File: src/rtl/ubds_pkg.sv
package ubds_pkg;

    localparam int CLOCK_W = 31;
    localparam int BAUD_W = 24;
    localparam int OSR_W = 5;
    localparam int DIV_OUT_W = 12;
    localparam int DIVISOR_BITS_DEFAULT = 12;
    localparam logic [CLOCK_W-1:0] CLOCK_RESET = 31'd48000000;
    localparam logic [OSR_W-1:0] OSR_FIRST = 5'd3;
    localparam logic [OSR_W-1:0] OSR_LAST = 5'd31;
    localparam int QUEUE_DEPTH = 2;

    // Request as handed from the front part to the search engine.
    typedef struct packed {
        logic [BAUD_W-1:0]  baud;
        logic [CLOCK_W-1:0] clk;
    } ubds_req_t;

endpackage

File: src/rtl/ubds_front.sv
module ubds_front (
    input  logic                  aclk,
    input  logic                  aresetn,
    input  logic                  cfg_we,
    input  logic [30:0]           cfg_wdata,
    input  logic                  s_valid,
    output logic                  s_ready,
    input  logic [23:0]           s_baud_rate,
    output logic                  q_valid,
    input  logic                  q_ready,
    output ubds_pkg::ubds_req_t   q_req
);
    import ubds_pkg::*;

    logic [CLOCK_W-1:0] clock_reg;
    ubds_req_t          slot_reg [QUEUE_DEPTH];
    logic               wr_ptr_reg, rd_ptr_reg;
    logic [1:0]         count_reg;
    logic               push, pop;

    assign s_ready = (count_reg != 2'(QUEUE_DEPTH));
    assign push    = s_valid && s_ready;
    assign q_valid = (count_reg != 2'd0);
    assign pop     = q_valid && q_ready;
    assign q_req   = slot_reg[rd_ptr_reg];

    always_ff @(posedge aclk) begin
        if (!aresetn) begin
            clock_reg <= CLOCK_RESET;
            wr_ptr_reg <= 1'b0;
            rd_ptr_reg <= 1'b0;
            count_reg <= 2'd0;
        end else begin
            if (cfg_we) begin
                clock_reg <= cfg_wdata;
            end
            if (push) begin
                wr_ptr_reg <= ~wr_ptr_reg;
            end
            if (pop) begin
                rd_ptr_reg <= ~rd_ptr_reg;
            end
            count_reg <= count_reg + {1'b0, push} - {1'b0, pop};
        end
    end

    // The clock is captured with each request, so a later write cannot disturb it.
    always_ff @(posedge aclk) begin
        if (push) begin
            slot_reg[wr_ptr_reg] <= '{baud: s_baud_rate, clk: clock_reg};
        end
    end

    count_ok: assert property (@(posedge aclk) disable iff (!aresetn)
        count_reg <= 2'(QUEUE_DEPTH)) else $error("queue overfilled");
    no_pop_empty: assert property (@(posedge aclk) disable iff (!aresetn)
        (count_reg == 2'd0) |-> !pop) else $error("pop from empty queue");
    ptr_match: assert property (@(posedge aclk) disable iff (!aresetn)
        (count_reg == 2'd0 || count_reg == 2'd2) |-> (wr_ptr_reg == rd_ptr_reg))
        else $error("queue pointers out of step");
endmodule

File: src/rtl/ubds_divider.sv
module ubds_divider (
    input  logic        aclk,
    input  logic        aresetn,
    input  logic        start,
    input  logic [30:0] dividend,
    input  logic [35:0] divisor,
    output logic        busy,
    output logic        done,
    output logic [30:0] quotient
);
    logic [30:0] quo_reg;
    logic [36:0] rem_reg;
    logic [35:0] den_reg;
    logic [4:0]  cnt_reg;
    logic        busy_reg, done_reg;
    logic [36:0] trial;

    assign trial = {rem_reg[35:0], quo_reg[30]} - {1'b0, den_reg};

    // Restoring division, one quotient bit per cycle.
    always_ff @(posedge aclk) begin
        if (!aresetn) begin
            busy_reg <= 1'b0;
            done_reg <= 1'b0;
            cnt_reg <= 5'd0;
        end else begin
            done_reg <= !start && busy_reg && (cnt_reg == 5'd0);
            if (start) begin
                busy_reg <= 1'b1;
                cnt_reg <= 5'd30;
            end else if (busy_reg) begin
                if (cnt_reg == 5'd0) begin
                    busy_reg <= 1'b0;
                end
                cnt_reg <= cnt_reg - 5'd1;
            end
        end
    end

    always_ff @(posedge aclk) begin
        if (start) begin
            quo_reg <= dividend;
            rem_reg <= '0;
            den_reg <= divisor;
        end else if (busy_reg) begin
            if (!trial[36]) begin
                rem_reg <= trial;
                quo_reg <= {quo_reg[29:0], 1'b1};
            end else begin
                rem_reg <= {rem_reg[35:0], quo_reg[30]};
                quo_reg <= {quo_reg[29:0], 1'b0};
            end
        end
    end

    assign busy = busy_reg;
    assign done = done_reg;
    assign quotient = quo_reg;
endmodule

File: src/rtl/ubds_search.sv
module ubds_search #(
    parameter int DIVISOR_BITS = ubds_pkg::DIVISOR_BITS_DEFAULT
) (
    input  logic                 aclk,
    input  logic                 aresetn,
    input  logic                 q_valid,
    output logic                 q_ready,
    input  ubds_pkg::ubds_req_t  q_req,
    output logic                 m_valid,
    input  logic                 m_ready,
    output logic [4:0]           m_oversample,
    output logic [11:0]          m_divisor,
    output logic                 m_both_edge,
    output logic [30:0]          m_rate_error,
    output logic                 m_failed
);
    import ubds_pkg::*;

    typedef enum logic [4:0] {
        S_IDLE  = 5'b00001,
        S_DIV1  = 5'b00010,
        S_DIV2  = 5'b00100,
        S_EVAL  = 5'b01000,
        S_EMIT  = 5'b10000
    } state_t;

    state_t state_reg;
    ubds_req_t req_reg;
    logic [OSR_W-1:0] osr_reg;
    logic [CLOCK_W-1:0] div_reg, ach_reg;
    logic found_reg;
    logic [OSR_W-1:0] best_osr_reg;
    logic [DIVISOR_BITS-1:0] best_div_reg;
    logic [CLOCK_W-1:0] best_err_reg;
    logic [5:0] ratio;
    logic [29:0] bmul;
    logic [35:0] dv_den;
    logic dv_start, dv_busy, dv_done;
    logic [30:0] dv_q;
    logic [30:0] err;
    logic [35:0] dmul;
    logic m_valid_reg;
    logic [4:0] o_osr_reg;
    logic [11:0] o_div_reg;
    logic o_be_reg, o_fail_reg;
    logic [30:0] o_err_reg;

    assign ratio = {1'b0, osr_reg} + 6'd1;
    assign bmul = req_reg.baud * ratio;
    assign dmul = 36'(div_reg) * 36'(ratio);
    assign dv_den = (state_reg == S_DIV1) ? 36'(bmul) : dmul;
    assign err = (31'(req_reg.baud) > ach_reg) ? 31'(req_reg.baud) - ach_reg
                                               : ach_reg - 31'(req_reg.baud);
    assign q_ready = (state_reg == S_IDLE);
    assign dv_start = ((state_reg == S_DIV1) || (state_reg == S_DIV2)) && !dv_busy && !dv_done;

    ubds_divider u_div (
        .aclk(aclk), .aresetn(aresetn), .start(dv_start), .dividend(req_reg.clk),
        .divisor(dv_den), .busy(dv_busy), .done(dv_done), .quotient(dv_q)
    );

    logic last_osr;
    assign last_osr = (osr_reg == OSR_LAST);

    always_ff @(posedge aclk) begin
        if (!aresetn) begin
            state_reg <= S_IDLE;
            m_valid_reg <= 1'b0;
        end else begin
            // In the emit state a taken result is replaced by the next one below.
            if (m_valid_reg && m_ready && (state_reg != S_EMIT)) begin
                m_valid_reg <= 1'b0;
            end
            case (state_reg)
                S_IDLE: begin
                    if (q_valid) begin
                        req_reg <= q_req;
                        osr_reg <= OSR_FIRST;
                        found_reg <= 1'b0;
                        state_reg <= (q_req.baud == '0) ? S_EMIT : S_DIV1;
                    end
                end
                S_DIV1: begin
                    if (dv_done) begin
                        div_reg <= dv_q;
                        // A zero divisor is skipped without the second division.
                        if (dv_q == '0) begin
                            if (last_osr) state_reg <= S_EMIT;
                            else osr_reg <= osr_reg + 5'd1;
                        end else begin
                            state_reg <= S_DIV2;
                        end
                    end
                end
                S_DIV2: begin
                    if (dv_done) begin
                        ach_reg <= dv_q;
                        state_reg <= S_EVAL;
                    end
                end
                S_EVAL: begin
                    if ((div_reg < (31'd1 << DIVISOR_BITS)) &&
                        (!found_reg || err < best_err_reg)) begin
                        found_reg <= 1'b1;
                        best_osr_reg <= osr_reg;
                        best_div_reg <= div_reg[DIVISOR_BITS-1:0];
                        best_err_reg <= err;
                    end
                    if (last_osr) state_reg <= S_EMIT;
                    else begin
                        osr_reg <= osr_reg + 5'd1;
                        state_reg <= S_DIV1;
                    end
                end
                S_EMIT: begin
                    if (!m_valid_reg || m_ready) begin
                        m_valid_reg <= 1'b1;
                        o_fail_reg <= !found_reg;
                        o_osr_reg <= found_reg ? best_osr_reg : '0;
                        o_div_reg <= found_reg ? 12'(best_div_reg) : '0;
                        o_err_reg <= found_reg ? best_err_reg : '0;
                        o_be_reg <= found_reg && (best_osr_reg >= 5'd3) && (best_osr_reg <= 5'd6);
                        state_reg <= S_IDLE;
                    end
                end
                default: state_reg <= S_IDLE;
            endcase
        end
    end

    assign m_valid = m_valid_reg;
    assign m_oversample = o_osr_reg;
    assign m_divisor = o_div_reg;
    assign m_both_edge = o_be_reg;
    assign m_rate_error = o_err_reg;
    assign m_failed = o_fail_reg;

    fail_zero: assert property (@(posedge aclk) disable iff (!aresetn)
        (m_valid && m_failed) |-> (m_divisor == '0 && m_oversample == '0))
        else $error("failed result carries data");
    osr_range: assert property (@(posedge aclk) disable iff (!aresetn)
        (m_valid && !m_failed) |-> (m_oversample >= OSR_FIRST))
        else $error("oversampling below range");
    take_idle: assert property (@(posedge aclk) disable iff (!aresetn)
        (q_valid && q_ready) |=> (state_reg != S_IDLE))
        else $error("request taken without starting");
endmodule

File: src/rtl/uart_baud_divisor_search_core.sv
// Channel   | Direction | Handshake          | Payload
// request   | in        | s_valid / s_ready  | s_baud_rate
// result    | out       | m_valid / m_ready  | m_oversample, m_divisor, m_both_edge,
//           |           |                    | m_rate_error, m_failed
// Each request runs two serial divisions on the shared divider and a compare per
// oversample setting 3 to 31; a zero quotient skips the rest, zero baud skips it all.
// Reset is synchronous and active low; the clock register returns to 48 MHz.
// A two-entry queue accepts requests while the search runs or a result stalls.
module uart_baud_divisor_search_core #(
    parameter int DIVISOR_BITS = ubds_pkg::DIVISOR_BITS_DEFAULT
) (
    input  logic        aclk,
    input  logic        aresetn,
    input  logic        cfg_we,
    input  logic [30:0] cfg_wdata,
    input  logic        s_valid,
    output logic        s_ready,
    input  logic [23:0] s_baud_rate,
    output logic        m_valid,
    input  logic        m_ready,
    output logic [4:0]  m_oversample,
    output logic [11:0] m_divisor,
    output logic        m_both_edge,
    output logic [30:0] m_rate_error,
    output logic        m_failed
);
    import ubds_pkg::*;

    logic q_valid, q_ready;
    ubds_req_t q_req;

    ubds_front u_front (
        .aclk(aclk), .aresetn(aresetn), .cfg_we(cfg_we), .cfg_wdata(cfg_wdata),
        .s_valid(s_valid), .s_ready(s_ready), .s_baud_rate(s_baud_rate),
        .q_valid(q_valid), .q_ready(q_ready), .q_req(q_req)
    );

    ubds_search #(.DIVISOR_BITS(DIVISOR_BITS)) u_search (
        .aclk(aclk), .aresetn(aresetn), .q_valid(q_valid), .q_ready(q_ready),
        .q_req(q_req), .m_valid(m_valid), .m_ready(m_ready),
        .m_oversample(m_oversample), .m_divisor(m_divisor), .m_both_edge(m_both_edge),
        .m_rate_error(m_rate_error), .m_failed(m_failed)
    );
endmodule
File: config.mk
export PLATFORM = sky130hd
export DESIGN_NAME = uart_baud_divisor_search_core
export DESIGN_NICKNAME = d
export VERILOG_FILES = /design/src/rtl/ubds_pkg.sv /design/src/rtl/ubds_front.sv /design/src/rtl/ubds_divider.sv /design/src/rtl/ubds_search.sv /design/src/rtl/uart_baud_divisor_search_core.sv
export SDC_FILE = /design/constraint.sdc
export NUM_CORES = 1
export LEC_CHECK = 0
export BUFFER_PORTS_ARGS = -buffer_cell sky130_fd_sc_hd__buf_2
export CAP_MARGIN = 10
export CORE_ASPECT_RATIO = 0.8
export CORE_UTILIZATION = 67
export CTS_CLUSTER_DIAMETER = 80
export DETAILED_ROUTE_END_ITERATION = 12
export HOLD_SLACK_MARGIN = 0.08
export PLACE_DENSITY = 0.85
export SLEW_MARGIN = 20
export SYNTH_ARGS = -nofsm -noshare
export SYNTH_HDL_FRONTEND = slang
export SYNTH_SLANG_ARGS = --single-unit
File: constraint.sdc
create_clock -name aclk -period 18.9 [get_ports aclk]
set_input_delay 4.725 -clock aclk [delete_from_list [all_inputs] [get_ports aclk]]
set_output_delay 4.725 -clock aclk [all_outputs]
set_load 0.05 [all_outputs]
==> flow_metrics.env <==
export IMPL_dr_pass1_iters=6
export IMPL_gp_congestion=0.957
export IMPL_cts_max_path_buffers=3
export IMPL_synth_compound_area_share_pct=11.4
export IMPL_grt_total_usage_pct=33.4
export IMPL_syn_avg_cell_area_um2=10.6
export IMPL_critPathMostFrequentCell="a21o_1"
export IMPL_p_sw_w=0.00283
export IMPL_cts_htree_levels=2
export IMPL_yosys_area_top_type="edfxtp_1"
export IMPL_via_per_inst=6.22
export IMPL_p_comb_share_pct=58.0
export IMPL_drv_slew=0
export IMPL_clock_sinks=483
export IMPL_maxCapViolCount=0
export IMPL_cp_num_buf_inv=1
export IMPL_status="complete, no violations"
export IMPL_yosysWarnings=0
export IMPL_muxShareOfSynthArea_pct=4.59
export IMPL_syn_nets=3565
export IMPL_fill_cells=3192
export IMPL_yosysTopAreaCellShare_pct=36.5
export IMPL_detail_route_antenna_nets=0
export IMPL_report_power_total_w=0.00641
export IMPL_coreArea_um2=48300
export IMPL_final_layout_size_suffix_gt1_share_pct=11.2
export IMPL_antenna_found_initial=3
export IMPL_synth_most_common_cell="edfxtp_1"
export IMPL_portBuffers=111
export IMPL_fin_crit_sh_pct=39.4
export IMPL_cts_made_buffers=49
export IMPL_p_per_area_nw_per_um2=179
export IMPL_tightest_slew_ns=1.09
export IMPL_cts_hold_buf=0
export IMPL_cts_tree="done"
export IMPL_vias=23900
export IMPL_die_width_um=249
export IMPL_min_period_ns=7.45
export IMPL_netlist_area_um2=32800
export IMPL_multi_input_area_um2=17300
export IMPL_critPathCapture="u_search.best_osr_reg[0]$_DFFE_PP_"
export IMPL_dp_hpwl_um=58600
export IMPL_synth_adder_area_share_pct=20.4
export IMPL_grt_pass1_wl_um=130000
export IMPL_path_clk_slew_ns=0.06
export IMPL_hold_depth=0
export IMPL_finalSetupViolations=0
export IMPL_cts_resized_gates=0
export IMPL_switching_share_pct=44.2
export IMPL_crit_slowest_cell="nor4b_1"
export IMPL_r2r_start="u_search.req_reg[50]$_DFFE_PP_"
export IMPL_root_buffer="clkbuf_16"
export IMPL_synth_seq_cells=483
export IMPL_row_count=72
export IMPL_power_internal_w=0.00358
export IMPL_fin_nets=3632
export IMPL_hold_violations=0
export IMPL_critical_path_max_stage_delay_ns=0.66
export IMPL_cp_depth=22
export IMPL_rsz0062_at_grt="false"
export IMPL_cts_setup_buffers=0
export IMPL_grt_pass1_vias=23900
export IMPL_min_path_type="flop to flop"
export IMPL_synthTopCellsByCount="edfxtp_1 (398), inv_1 (368), nand2_1 (294), fa_1 (208), ha_1 (203)"
export IMPL_power_share_clock_pct=17.6
export IMPL_first_iter_violations=2161
export IMPL_largest_reg_flops=110
export IMPL_cp_start_kind="flop"
export IMPL_yosys_most_used_dff="edfxtp_1"
export IMPL_seqPwrFrac_pct=24.4
export IMPL_worstPathArrival_ns=7.69
export IMPL_crit_chain="ha_1 -> nand4_1 -> nor4b_1 -> a21boi_1 -> o31a_4 -> mux2i_1 -> o21ai_2 -> a21oi_2 -> o21ai_1 -> xor2_1 -> ha_1 -> a21o_1 -> a21o_1 -> a21oi_1 -> o21ai_0 -> a21o_1 -> a21oi_1 -> nor3_1 -> a211oi_1 -> a21boi_0 -> o211a_2 -> buf_4"
export IMPL_critical_path_class="flop to flop"
export IMPL_drt_wl_total_um=81300
export IMPL_post_synth_inst_count=3094
export IMPL_max_clock_freq_mhz=134
export IMPL_syn_to_final_growth_pct=9.18
export IMPL_cp_top_family="compound AO/OA/AOI/OAI gates"
export IMPL_synth_edf_count=398
export IMPL_ys_top_cells_by_area="edfxtp_1 (36%), fa_1 (13%), ha_1 (7.7%)"
export IMPL_grt_max_degree=69
export IMPL_worstPathRequired_ns=19.14
export IMPL_drcViolationCount=0
export IMPL_finalSetupTns_ns=0
export IMPL_crit_path_end_kind="flop"
export IMPL_r2r_end="u_search.best_osr_reg[0]$_DFFE_PP_"
export IMPL_synthXorXnorAreaFrac_pct=3.29
export IMPL_synthArstFlopShare_pct=0
export IMPL_ir_drop_mv=0.143
export IMPL_fin_util_pct=74.1
export IMPL_avgRoutedWirePerCell_um=21.2
export IMPL_synth_top_family_by_area="adder cells"
export IMPL_leakage_nw=15.0
export IMPL_final_seq_area_um2=13700
export IMPL_yosysSeqAreaShare_pct=41.6
export IMPL_crit_path_start="u_search.req_reg[50]$_DFFE_PP_"
export IMPL_clk_latency_ns=0.63
export IMPL_grt_overflow_total=0
export IMPL_synth_cell_types=83
export IMPL_skew_ns=0.0364
export IMPL_worstRegToRegCells=22
export IMPL_path_max_fanout=48
export IMPL_start_util_pct=67.9
export IMPL_die_h_um=200
export IMPL_r2r_slack_ns=11.45
export IMPL_ios=112
export IMPL_die_area_um2=49800
export IMPL_slew_headroom_pct=27.0
export IMPL_synth_simple_area_share_pct=12.9
==> worst min path at each step <==
stage                                              end  slack (ns)                               start
floorplan           u_search.best_osr_reg[3]$_DFFE_PP_        0.42   u_search.osr_reg[3]$_SDFFCE_PN0P_
global placement     u_front.slot_reg[1][13]$_DFFE_PP_        0.43  u_front.clock_reg[13]$_SDFFE_PN1P_
detailed placement    u_front.slot_reg[1][1]$_DFFE_PP_        0.44   u_front.clock_reg[1]$_SDFFE_PN0P_
CTS                  u_front.slot_reg[0][25]$_DFFE_PP_        0.46  u_front.clock_reg[25]$_SDFFE_PN1P_
global route          u_front.slot_reg[1][9]$_DFFE_PP_        0.47   u_front.clock_reg[9]$_SDFFE_PN0P_
finish               u_front.slot_reg[1][20]$_DFFE_PP_        0.46  u_front.clock_reg[20]$_SDFFE_PN1P_
==> layer usage <==
layer	GRT usage, %	share of wire, %	vias to the layer above
met4	13.2	3.7	0
met2	53.4	46	1082
met5	0	0	-
met1	45.4	41	11800
li1	-	-	10800
met3	6.90	9.0	204
==> cell type report <==
| cell class | count | area share (%) |
|---|---|---|
| Multi-Input combinational cell | 2120 | 48.4 |
| Sequential cell | 483 | 38.1 |
| Inverter | 372 | 3.90 |
| Clock buffer | 54 | 3.51 |
| Tap cell | 629 | 2.20 |
| Timing Repair Buffer | 135 | 2.06 |
| Clock inverter | 37 | 1.76 |
| Antenna cell | 3 | 0.0210 |
==> power groups by stage <==
stage               registers [W]  logic (W)  clock network [W]
finish                    0.00156    0.00372            0.00113
global route              0.00157    0.00418            0.00118
CTS                       0.00156    0.00368            0.00114
detailed placement        0.00157    0.00364                  0
global placement          0.00157    0.00348                  0
floorplan                 0.00150    0.00281                  0
==> stage by stage <==
step / std cells / instance area, µm² / hold slack (ns) / setup WS [ns]
after floorplan: 3094 / 32800 / 0.424 / 9.33
after CTS: 3830 / 35800 / 0.462 / 11.62
after detailed placement: 3739 / 33900 / 0.445 / 11.33
final: 3833 / 35800 / 0.463 / 11.45
after global routing: 3830 / 35800 / 0.470 / 10.94
after global placement: 3739 / 33900 / 0.432 / 11.47
==> logic make-up after synthesis <==
logic type / Yosys count
adder cells (fa/ha/maj): 411
XOR/XNOR: 123
AND/OR/NAND/NOR: 874
flip-flops: 483
multiplexers: 139
AO/OA/AOI/OAI: 573
buffers and inverters: 491
==> cells in the final DEF, fill, tap and decap left out, drive strengths merged, types with 9 or more instances in the layout <==
cell / n
and3: 17
clkbuf: 54
o21bai: 20
fa: 208
a31oi: 16
xor2: 50
clkinv: 18
a21boi: 9
ha: 203
a21o: 78
dfxtp: 85
bufinv: 14
nand2b: 64
nand2: 294
buf: 135
a32oi: 15
a221oi: 10
inv: 373
nor2: 190
a22o: 21
nor4: 24
xnor2: 73
mux2i: 47
o211ai: 9
mux2: 92
nor3: 53
or3: 11
and2: 114
nand3: 21
nor2b: 24
edfxtp: 398
a211oi: 20
a21oi: 156
nand4: 33
o21a: 14
o21ai: 145
Note: power is estimated with default switching activity, not from simulation.
